**config.mk**
```make
export PLATFORM = sky130hd
export DESIGN_NAME = signed_binary_to_decimal_ascii_core
export DESIGN_NICKNAME = d
export VERILOG_FILES = /design/src/design/sbda_pkg.sv /design/src/design/sbda_dabble_stage.sv /design/src/design/sbda_serializer.sv /design/src/design/signed_binary_to_decimal_ascii_core.sv
export VERILOG_INCLUDE_DIRS = /design/src /design/src/design
export SDC_FILE = /design/constraint.sdc
export NUM_CORES = 1
export LEC_CHECK = 0
export BUFFER_PORTS_ARGS = -buffer_cell sky130_fd_sc_hd__buf_2
export CORE_ASPECT_RATIO = 1.1
export CORE_MARGIN = 2
export CORE_UTILIZATION = 30
export CTS_BUF_LIST = sky130_fd_sc_hd__clkbuf_8 sky130_fd_sc_hd__clkbuf_16
export DETAILED_ROUTE_END_ITERATION = 6
export GPL_TIMING_DRIVEN = 0
export PLACE_DENSITY_LB_ADDON = 0.1
export SETUP_SLACK_MARGIN = 0.05
export SYNTH_ARGS = -nofsm -noshare
export SYNTH_HDL_FRONTEND = slang
export SYNTH_HIERARCHICAL = 1
export SYNTH_SLANG_ARGS = --single-unit
```
**constraint.sdc**
```tcl
create_clock -name i_clk -period 21.5 [get_ports i_clk]
set_input_delay 2.15 -clock i_clk [delete_from_list [all_inputs] [get_ports i_clk]]
set_output_delay 2.15 -clock i_clk [all_outputs]
set_load 0.01 [all_outputs]
```
**src/design/assert_macros.svh**
```systemverilog
// Assertion macros used by the converter's serializer module.
// No dependencies; the SYNTH define selects empty bodies.
`ifndef ASSERT_MACROS_SVH
`define ASSERT_MACROS_SVH

`ifndef SYNTH

`define SBDA_ASSERT_IMP(lbl, clk, rstn, ante, cons) \
    lbl: assert property (@(posedge clk) disable iff (!rstn) (ante) |-> (cons)) \
        else $error("assertion failed: same-cycle implication");

`define SBDA_ASSERT_NXT(lbl, clk, rstn, ante, cons) \
    lbl: assert property (@(posedge clk) disable iff (!rstn) (ante) |=> (cons)) \
        else $error("assertion failed: next-cycle implication");

`else

`define SBDA_ASSERT_IMP(lbl, clk, rstn, ante, cons)

`define SBDA_ASSERT_NXT(lbl, clk, rstn, ante, cons)

`endif

`endif

```
**src/design/sbda_pkg.sv**
```systemverilog
// Types and constants of the signed binary to decimal ASCII converter.
// No dependencies.
package sbda_pkg;

    localparam int MAG_W          = 32;
    localparam int NDIG           = 10;
    localparam int BCD_W          = NDIG * 4;
    localparam int BITS_PER_STAGE = 4;
    localparam int NSTAGE         = MAG_W / BITS_PER_STAGE;
    localparam int POS_W          = 4;
    localparam int CHAR_W         = 8;

    localparam logic [CHAR_W-1:0] ASCII_ZERO  = 8'd48;
    localparam logic [CHAR_W-1:0] ASCII_MINUS = 8'd45;

    typedef struct packed {
        logic [BCD_W-1:0] bcd;
        logic [MAG_W-1:0] mag;
        logic             neg;
    } t_dd;

endpackage

```
**src/design/sbda_dabble_stage.sv**
```systemverilog
// One pipeline stage of the double-dabble conversion: four magnitude bits.
// Depends on sbda_pkg.
module sbda_dabble_stage
    import sbda_pkg::*;
(
    input  logic i_clk,
    input  logic i_rst_n,
    input  logic i_valid,
    input  t_dd  i_data,
    output logic o_ready,
    output logic o_valid,
    output t_dd  o_data,
    input  logic i_ready
);

    logic r_vld;
    t_dd  r_data;
    t_dd  n_data;

    logic [BCD_W-1:0] w_bcd;
    logic [MAG_W-1:0] w_mag;

    assign o_ready = !r_vld || i_ready;
    assign o_valid = r_vld;
    assign o_data  = r_data;

    always_comb begin
        w_bcd = i_data.bcd;
        w_mag = i_data.mag;
        for (int s = 0; s < BITS_PER_STAGE; s++) begin
            for (int j = 0; j < NDIG; j++) begin
                if (w_bcd[j*4 +: 4] >= 4'd5) begin
                    w_bcd[j*4 +: 4] = w_bcd[j*4 +: 4] + 4'd3;
                end
            end
            w_bcd = {w_bcd[BCD_W-2:0], w_mag[MAG_W-1]};
            w_mag = {w_mag[MAG_W-2:0], 1'b0};
        end
        n_data.bcd = w_bcd;
        n_data.mag = w_mag;
        n_data.neg = i_data.neg;
    end

    always_ff @(posedge i_clk) begin
        if (!i_rst_n) begin
            r_vld <= 1'b0;
        end else if (o_ready) begin
            r_vld <= i_valid;
        end
        if (o_ready) begin
            r_data <= n_data;
        end
    end

endmodule

```
**src/design/sbda_serializer.sv**
```systemverilog
// Character serializer: holds one converted number and emits its text.
// Depends on sbda_pkg and assert_macros.svh.
`include "assert_macros.svh"
module sbda_serializer
    import sbda_pkg::*;
(
    input  logic              i_clk,
    input  logic              i_rst_n,
    input  logic              i_valid,
    input  t_dd               i_data,
    output logic              o_ready,
    output logic              o_valid,
    output logic [CHAR_W-1:0] o_char,
    output logic              o_last,
    input  logic              i_ready
);

    logic             r_busy;
    logic             r_sign;
    logic [POS_W-1:0] r_pos;
    logic [BCD_W-1:0] r_bcd;

    logic [POS_W-1:0] w_msd;
    logic [3:0]       w_digit;
    logic             w_fire;
    logic             w_load;

    always_comb begin
        w_msd = '0;
        for (int j = 0; j < NDIG; j++) begin
            if (i_data.bcd[j*4 +: 4] != 4'd0) begin
                w_msd = POS_W'(j);
            end
        end
    end

    assign w_digit = r_bcd[{r_pos, 2'b00} +: 4];
    assign o_valid = r_busy;
    assign o_char  = r_sign ? ASCII_MINUS : (ASCII_ZERO + {4'd0, w_digit});
    assign o_last  = !r_sign && (r_pos == '0);
    assign w_fire  = r_busy && i_ready;
    assign o_ready = !r_busy || (w_fire && o_last);
    assign w_load  = i_valid && o_ready;

    always_ff @(posedge i_clk) begin
        if (!i_rst_n) begin
            r_busy <= 1'b0;
            r_sign <= 1'b0;
            r_pos  <= '0;
        end else if (w_load) begin
            r_busy <= 1'b1;
            r_sign <= i_data.neg;
            r_pos  <= w_msd;
        end else if (w_fire) begin
            if (r_sign) begin
                r_sign <= 1'b0;
            end else if (r_pos == '0) begin
                r_busy <= 1'b0;
            end else begin
                r_pos <= r_pos - POS_W'(1);
            end
        end
        if (w_load) begin
            r_bcd <= i_data.bcd;
        end
    end

    `SBDA_ASSERT_IMP(a_pos_range, i_clk, i_rst_n, r_busy, r_pos < POS_W'(NDIG))
    `SBDA_ASSERT_NXT(a_sign_first, i_clk, i_rst_n, w_load && i_data.neg, o_char == ASCII_MINUS && !o_last)
    `SBDA_ASSERT_NXT(a_idle_after_last, i_clk, i_rst_n, w_fire && o_last && !i_valid, !o_valid)

endmodule

```
**src/design/signed_binary_to_decimal_ascii_core.sv**
```systemverilog
// Signed 32-bit binary to decimal ASCII converter, top level.
// Depends on sbda_pkg, sbda_dabble_stage and sbda_serializer.
//
// Usage:
//   Slave channel s_axis carries one signed 32-bit integer per item in
//   s_axis_tdata. Master channel m_axis carries one ASCII character per
//   item: '-' first for a negative value, then the decimal digits, most
//   significant first, with no leading zeros. m_axis_tlast marks the final
//   character of each number. Zero gives the single character '0'.
//   The first character of a number shows on m_axis after its item passes
//   from the input register through the eight double-dabble stages of four
//   bits each, then the serializer load.
//   Each number has 1 to 11 characters; the serializer emits one character
//   per cycle while m_axis_tready is high. The next number is loaded in the
//   cycle its predecessor's last character is taken, so the stream has no
//   gaps when the next number is already waiting in the last stage.
//   Reset clears all valid bits; no item is in flight afterwards.
//   When m_axis_tready is low, the current character holds and the
//   pipeline stages fill up before s_axis_tready drops; nothing is lost.
module signed_binary_to_decimal_ascii_core
    import sbda_pkg::*;
(
    input  logic        i_clk,
    input  logic        i_rst_n,
    input  logic        s_axis_tvalid,
    output logic        s_axis_tready,
    input  logic [31:0] s_axis_tdata,  // [31:0] value
    output logic        m_axis_tvalid,
    input  logic        m_axis_tready,
    output logic [7:0]  m_axis_tdata,  // [7:0] character
    output logic        m_axis_tlast
);

    logic r_in_vld;
    t_dd  r_in_data;

    logic w_vld [NSTAGE+1];
    logic w_rdy [NSTAGE+1];
    t_dd  w_dat [NSTAGE+1];

    assign s_axis_tready = !r_in_vld || w_rdy[0];

    always_ff @(posedge i_clk) begin
        if (!i_rst_n) begin
            r_in_vld <= 1'b0;
        end else if (s_axis_tready) begin
            r_in_vld <= s_axis_tvalid;
        end
        if (s_axis_tready) begin
            r_in_data.neg <= s_axis_tdata[MAG_W-1];
            r_in_data.mag <= s_axis_tdata[MAG_W-1] ? (~s_axis_tdata + 32'd1) : s_axis_tdata;
            r_in_data.bcd <= '0;
        end
    end

    assign w_vld[0] = r_in_vld;
    assign w_dat[0] = r_in_data;

    for (genvar g = 0; g < NSTAGE; g++) begin : g_stage
        sbda_dabble_stage u_stage (
            .i_clk   (i_clk),
            .i_rst_n (i_rst_n),
            .i_valid (w_vld[g]),
            .i_data  (w_dat[g]),
            .o_ready (w_rdy[g]),
            .o_valid (w_vld[g+1]),
            .o_data  (w_dat[g+1]),
            .i_ready (w_rdy[g+1])
        );
    end

    sbda_serializer u_ser (
        .i_clk   (i_clk),
        .i_rst_n (i_rst_n),
        .i_valid (w_vld[NSTAGE]),
        .i_data  (w_dat[NSTAGE]),
        .o_ready (w_rdy[NSTAGE]),
        .o_valid (m_axis_tvalid),
        .o_char  (m_axis_tdata),
        .o_last  (m_axis_tlast),
        .i_ready (m_axis_tready)
    );

endmodule

```
**Yosys cells after proc, flatten, opt, wreduce, memory -nomap -nowiden**

Index checks and enable logic that the tools add are counted.

- Input port bits: 36
- Flip-flop bits (word level): 488
- Output and inout port bits: 11
- Logic and storage cells: 903

- Add/subtract/negate cells: 268
- Muxes and demuxes: 286
- Bitwise gates (word level): 1
- Equal/unequal tests: 2
- Shift-type cells: 1
- Order comparisons: 265
- Reductions and logical operators: 39

Operators by type and width:

| kind | number |
|---|---|
| $ge A4 B3 Y1 const B | 255 |
| $mux W4 | 247 |
| $add A4 B2 Y4 const B | 234 |
| $mux W3 | 26 |
| $add A3 B2 Y3 const B | 21 |
| $shiftx A40 B7 Y4 | 1 |
| $reduce_bool A4 Y1 | 9 |
| $add A32 B1 Y32 const B | 1 |
| $not A32 Y32 | 1 |
| $mux W31 | 1 |
| $add A1 B2 Y3 const B | 8 |
| $ge A1 B3 Y1 const B | 8 |
| $logic_not A1 Y1 | 11 |
| $logic_or A1 B1 Y1 | 10 |
| $mux W1 | 9 |
| $mux W8 | 1 |
| $add A6 B4 Y7 const A | 1 |
| $add A1 B2 Y3 const AB | 2 |
| $ge A1 B3 Y1 const AB | 2 |
| $reduce_and A3 Y1 | 2 |
| $logic_and A1 B1 Y1 | 4 |
| $logic_not A4 Y1 | 1 |
| $mux W2 | 2 |
| $reduce_bool A2 Y1 | 2 |
| other kinds (3) | 3 |

**Logic depth before layout (Yosys ltp)**

Gate-level depths: netlist of the first run.

- Depth in word-level cells: 13
- Gate-level depth with buffers: 19
- Mapped depth without buffers: 19

**Hierarchy**

Netlist of the first run, hierarchy kept.

Modules (own cells, without submodules):

| module | seq. area each (um^2) | cells each | times used | area each (um^2) |
|---|---|---|---|---|
| sbda_dabble_stage | 2092.0 | 837 | 8 | 7033.0 |
| sbda_serializer | 1321.3 | 142 | 1 | 2090.8 |
| signed_binary_to_decimal_ascii_core | 1011.0 | 138 | 1 | 1791.7 |

**Worst setup path before layout of the first run**

Ideal clock, no wire load.

- Path kind: input to output
- Start point: input m_axis_tready
- End point: output s_axis_tready
- Stages on the path: 11
- Buffers on the path: 0
- Data required time: 19.350 ns
- Slack: 0.958 ns
- Arrival: 18.392 ns
- Cells stage by stage: nand2b_1 > o21ai_1 > nand2b_1 > nand2b_1 > nand2b_1 > nand2b_1 > nand2b_1 > nand2b_1 > nand2b_1 > nand2b_1 > nand2b_1

RTL lines:

| element | RTL line | RTL |
|---|---|---|
| from (decl) | signed_binary_to_decimal_ascii_core.sv:29 | `input logic m_axis_tready,` |
| to (decl) | signed_binary_to_decimal_ascii_core.sv:26 | `output logic s_axis_tready,` |

==> results.md, run 1 <==
* Number of buffer cells added on primary ports at 43
* Total placed cells including tap cells at roughly 9500
* Total detailed-routing wirelength at approximately 140000 microns
* Most common cell after layout, fill and taps aside: sky130_fd_sc_hd__nand2_1
* Die H at approximately 460 microns
* Detailed Route Iter0 Violations at around 2900
* Worst Reg2Reg Path Length in Cells at 18
* Number of clock sinks seen by CTS at 528
* Req. time, crit path at approximately 19000 ps
* Worst endpoint data arrival time at between 8000 and 9000 ps
* Proportion of layout cells with a drive suffix above 1 at about a tenth
* Endpoint class of the critical path: output port
* Boundary Pins at 47
* Placed wire-length estimate after detailed placement at between 100000 and 150000 microns
* GRT Resource Usage Total at between 10 and 15%
* Clock tree from TritonCTS: done
* CTS H-tree lvls at 3
* Worst-Margin Slew at 956 ps
* Largest net degree at the start of global routing at 64
* Initial standard-cell utilization of the core at between 30 and 40%
* Start point of the worst hold path: g_stage[2].u_stage/o_data[19]$_DFFE_PP_
* Root buffer cell: sky130_fd_sc_hd__clkbuf_16
* Endpoint of the worst hold-timing path: g_stage[3].u_stage/o_data[23]$_DFFE_PP_
* Wire length of the first global-routing pass at between 200000 and 250000 microns
* Average cell area after synthesis at roughly 8.3 sq um
* Startpoint kind of the worst setup timing path: input pin
* Core area at roughly 190000 sq um
* Yosys warning count at 6
* Top library cells by usage in the layout, fill and taps aside: sky130_fd_sc_hd__nand2_1 (687), sky130_fd_sc_hd__nor2_1 (562), sky130_fd_sc_hd__edfxtp_1 (513)
* Final setup viols at 0
* Clk pin slew, worst setup/hold paths at ~60 ps
* Final RePlAce weighted congestion at between 0.8 and 0.9
* Crit Path Category: input pin to output port
* Number of buffers inserted by post-CTS setup repair at 0
* Period utilization at 50.3%
* Synth Cell Area at between 50000 and 60000 sq um
* Global route total overflow at 0
* DRT Pass-1 Iters at 5
* Synthesized instance count at 6824
* Hold-fix buffers, CTS at 0
* Remaining number of nets flagged by the antenna check after routing at 0
* Critical R2R Launch: u_ser/r_pos[0]$_SDFFE_PN0P_
* Maximum clock insertion buffer count at 3
* Via density per instance at roughly 5.4
* Number of antenna violations at the first check in global routing at 0
* Slew Viols, Final at 0
* Hold Path Depth at 0
* Clock Latency Late Sink at around 700 ps
* Tmin final at roughly 11000 ps
* Final hold viol count at 0
* Number of global-route vias before repair at between 40000 and 50000
* Routed wirelength normalized by instance count at around 15 microns
* Timing startpoint of the critical path: m_axis_tready
* Std cell rows at about 170
* Horizontal extent of the die at ~420 microns
* Skew final at 51.1 ps
* Cts bufs inserted at 73
* Syn-to-layout area delta at 11.6%
* Count of vias placed by the detailed router at 52000
* Status: complete, no violations
* Diode insertion count for antenna repair at 0
* DRC violations left at 0
* Crit Reg-Reg Endpoint: r_in_data[6]$_DFFE_PP_
* Unrepaired setup endpoints after global routing: false
* Achievable clock frequency at approximately 92 MHz
* Worst hold-check path type: flop to flop
* Number of nets at the end of the flow at between 7000 and 8000
* Max-slew headroom at 36.1%
* Register-to-register path setup slack at 13560 ps
* Total Die Area at ~190000 sq um
* Count of cells resized by post-cts repair at 0
* Largest fanout of any net on the critical path at 63
* Post-Layout Cell Count at a little under 10000
* Max-capacitance violation count at 0
-- per-stage QoR --
stage	hold slack, ps	instance area, sq um	util (%)	TNS [ps]	setup WS, ps
floorplan	400	57100	-	0	3710
global placement	401	60400	32.2	-82920	-3860
detailed placement	405	60600	32.3	0	10290
CTS	415	63000	33.6	0	10280
global route	422	63000	33.6	0	9920
finish	411	63000	33.6	0	10680
-- registers in the layout, summed over array words and instances (netlist names) --
signal                   count
r_in_data                   33
g_stage.u_stage/o_data     440
u_ser/r_bcd                 40
g_stage.u_stage/o_valid      8
r_in_vld                     1
u_ser/o_valid                1
u_ser/r_pos                  4
u_ser/r_sign                 1
-- final cells by class --
cell class,count,area (sq um)
fill,19600,125000
multi-input combinational,5877,39100
sequential,528,15700
tap,2450,3070
clock buffer,77,1880
buffer,294,1280
inverter,282,1060
clock inverter,55,581
timing repair buffer,51,365
-- critical path: stages --
cell and delay, ps:
sky130_fd_sc_hd__buf_2 100, sky130_fd_sc_hd__nand2b_1 120, sky130_fd_sc_hd__o21ai_1 180, sky130_fd_sc_hd__nand2b_2 360, sky130_fd_sc_hd__nand2b_2 490, sky130_fd_sc_hd__buf_12 260
sky130_fd_sc_hd__nand2b_2 580, sky130_fd_sc_hd__nand2b_4 800, sky130_fd_sc_hd__nand2b_4 840, sky130_fd_sc_hd__nand2b_4 850, sky130_fd_sc_hd__nand2b_4 590, sky130_fd_sc_hd__nand2b_4 570
sky130_fd_sc_hd__nand2b_2 260, sky130_fd_sc_hd__buf_12 210, sky130_fd_sc_hd__buf_2 170
-- worst max path at each step --
stage / endpoint / slack (ps) / cells past startpoint
after floorplan: s_axis_tready / 3710 / 11
after global placement: s_axis_tready / -3860 / 13
after detailed placement: s_axis_tready / 10290 / 15
after CTS: s_axis_tready / 10280 / 15
after global routing: s_axis_tready / 9920 / 15
final: s_axis_tready / 10680 / 15
-- routing by layer --
metal | part of all wire, % | track usage (%) | vias to the layer above
li1 | - | - | 26700
met4 | 1.9 | 3.70 | 0
met5 | 0 | 0 | -
met1 | 46 | 18.0 | 24400
met3 | 2.9 | 1.58 | 141
met2 | 49 | 25.1 | 714
Power of run 1 is left out: the tool's default activity adds up to more than one toggle a clock period on the data nets, which glitch-free logic cannot reach.
==> run 2, diff against run 1 <==
==> constraint.sdc (replaced) <==
create_clock -name i_clk -period 9.4 [get_ports i_clk]
set_input_delay 0.94 -clock i_clk [delete_from_list [all_inputs] [get_ports i_clk]]
set_output_delay 0.94 -clock i_clk [all_outputs]
set_load 0.01 [all_outputs]
==> results.md, run 2 (same netlist as run 1, synthesis figures left out) <==
* Detailed Route Iter0 Violations at 2799 (-5.0%)
* Top library cells by usage in the layout, fill and taps aside: sky130_fd_sc_hd__nand2_1 (687), sky130_fd_sc_hd__nor2_1 (562), sky130_fd_sc_hd__edfxtp_1 (513)
* Fill count at 19600 (+0.16%)
* Number of buffer cells added on primary ports at 43 (unchanged)
* Number of buffers inserted by post-CTS setup repair at 0 (unchanged)
* Count of vias placed by the detailed router at 51700 (-0.44%)
* Proportion of layout cells with a drive suffix above 1 at 10.0% (-0.10 points)
* Remaining number of nets flagged by the antenna check after routing at 0 (unchanged)
* DRC violations left at 0 (unchanged)
* Slew Viols, Final at 0 (unchanged)
* Setup TNS at 0 ps (unchanged)
* Number of antenna violations at the first check in global routing at 2 (+2)
* Number of clock sinks seen by CTS at 528 (unchanged)
* Clock Latency Late Sink at 700 ps (about the same)
* Total Die Area at 192000 sq um (unchanged)
* Status: complete, no violations
* Endpoint class of the critical path: output port
* Achievable clock frequency at 119 MHz
* Placed wire-length estimate after detailed placement at 102000 microns (-4.4%)
* Die H at 459 microns (unchanged)
* Root buffer cell: sky130_fd_sc_hd__clkbuf_16
* Syn-to-layout area delta at 11.4%
* Boundary Pins at 47 (unchanged)
* Routed wirelength normalized by instance count at 14.3 microns (-1.4%)
* Number of global-route vias before repair at 47500 (-0.91%)
* Clk pin slew, worst setup/hold paths at 60 ps (about the same)
* Diode insertion count for antenna repair at 0 (unchanged)
* Register area at 15700 sq um (unchanged)
* Cts bufs inserted at 72 (-1.4%)
* Unrepaired setup endpoints after global routing: false
* Total detailed-routing wirelength at 138000 microns (-1.4%)
* GRT Resource Usage Total at 13.9% (-0.25 points)
* Req. time, crit path at 8460 ps (-10890 ps)
* Worst hold-check path type: flop to flop
* Tmin final at around 8400 ps
* Max-slew headroom at 29.9% (-6.3 points)
* Crit Path Category: flop to output port
* DP Area at 60500 sq um (-0.16%)
* Std cell rows at 167 (unchanged)
* Period utilization at between 80% and 90%
* Global route total overflow at 0 (unchanged)
* Final setup viols at 0 (unchanged)
* Worst-Margin Slew at 1050 ps (+96.3 ps)
* Wire length of the first global-routing pass at 233000 microns (-1.2%)
* Hold-fix buffers, CTS at 0 (unchanged)
* Via density per instance at 5.38 (-0.46%)
* Horizontal extent of the die at 418 microns (unchanged)
* CTS H-tree lvls at 3 (unchanged)
* Number of nets at the end of the flow at 7403 (+0.014%)
* Core area at 188000 sq um (unchanged)
* Skew final at 39.8 ps (-11.4 ps)
* Largest net degree at the start of global routing at 49 (-23%)
* Clock tree from TritonCTS: done
* Multi-input gate area in the final layout at 39200 sq um (+0.23%)
* Maximum clock insertion buffer count at 3 (unchanged)
* Max reg flops at 440 (unchanged)
* Final RePlAce weighted congestion at 0.830 (+3.3%)
* Largest fanout of any net on the critical path at 44 (-30%)
* Final hold viol count at 0 (unchanged)
* Worst endpoint data arrival time at 7470 ps (-1200 ps)
* Area of all placed cells without fillers at 62900 sq um (-0.17%)
* Startpoint kind of the worst setup timing path: flop
* Final hold slack at 413 ps (+2.16 ps)
* DRT Pass-1 Iters at 6 (+1)
* Initial standard-cell utilization of the core at 30.1% (unchanged)
* Most common cell after layout, fill and taps aside: sky130_fd_sc_hd__nand2_1
* Max-capacitance violation count at 0 (unchanged)
-- run 2: cell types whose count changed in the layout (fill, tap and decap cells not counted), sizes merged --
| cell | change |
|---|---|
| clkinv | +11 |
| inv | -1 |
| bufinv | -4 |
| nand2b | +8 |
| buf | -6 |
| clkinvlp | -1 |
| clkbuf | -5 |
-- run 2: area by class of cell --
class / count / share of cell area (%)
Buffer: 294 / 2.04
Clock buffer: 72 / 2.86
Clock inverter: 60 / 0.883
Inverter: 282 / 1.68
Multi-Input combinational cell: 5885 / 62.3
Sequential cell: 528 / 25.0
Tap cell: 2450 / 4.87
Timing Repair Buffer: 45 / 0.429
-- run 2: critical path: stages (launching register included) --
cell and delay [ps]:
sky130_fd_sc_hd__dfxtp_1 290, sky130_fd_sc_hd__buf_2 190, sky130_fd_sc_hd__buf_2 240, sky130_fd_sc_hd__inv_1 140, sky130_fd_sc_hd__ha_1 150, sky130_fd_sc_hd__or3b_1 360
sky130_fd_sc_hd__buf_6 150, sky130_fd_sc_hd__o21ai_1 180, sky130_fd_sc_hd__nand2b_4 530, sky130_fd_sc_hd__nand2b_4 500, sky130_fd_sc_hd__nand2b_4 520, sky130_fd_sc_hd__nand2b_4 530
sky130_fd_sc_hd__nand2b_4 530, sky130_fd_sc_hd__nand2b_4 550, sky130_fd_sc_hd__nand2b_4 570, sky130_fd_sc_hd__nand2b_4 590, sky130_fd_sc_hd__nand2b_4 470, sky130_fd_sc_hd__buf_2 200
-- run 2: routing by layer --
metal	wire length [microns]	share of wire [%]	vias to the layer above	track usage, %
met5	0	0	-	0
met4	2190	1.6	0	3.12
met3	4220	3.1	123	1.54
met2	65300	47	762	23.6
met1	65900	48	24100	18.7
li1	-	-	26700	-
-- run 2: repair_timing --
item,CTS,global route
gates cloned,6,2
gates resized for setup,4,0
endpoints found under the setup margin,160,1
-- run 2: final timing paths --
kind / cells after the start / to / slack [ps] / from
worst max-delay path: 17 / s_axis_tready / 990 / u_ser/r_pos[0]$_SDFFE_PN0P_
worst min-delay path: 0 / g_stage[1].u_stage/o_data[25]$_DFFE_PP_ / 410 / g_stage[0].u_stage/o_data[21]$_DFFE_PP_
worst max register to register: 16 / r_in_data[1]$_DFFE_PP_ / 2270 / u_ser/r_pos[0]$_SDFFE_PN0P_
worst min register to register: 0 / g_stage[1].u_stage/o_data[25]$_DFFE_PP_ / 410 / g_stage[0].u_stage/o_data[21]$_DFFE_PP_
-- run 2: through the flow --
step	std cells	util [%]	setup slack [ps]
floorplan	6981	-	318
global placement	9474	32.2	-3340
detailed placement	9476	32.2	-2850
CTS	9614	33.5	102
global route	9616	33.5	227
finish	9616	33.5	988
Power of run 2 is left out for the same reason.
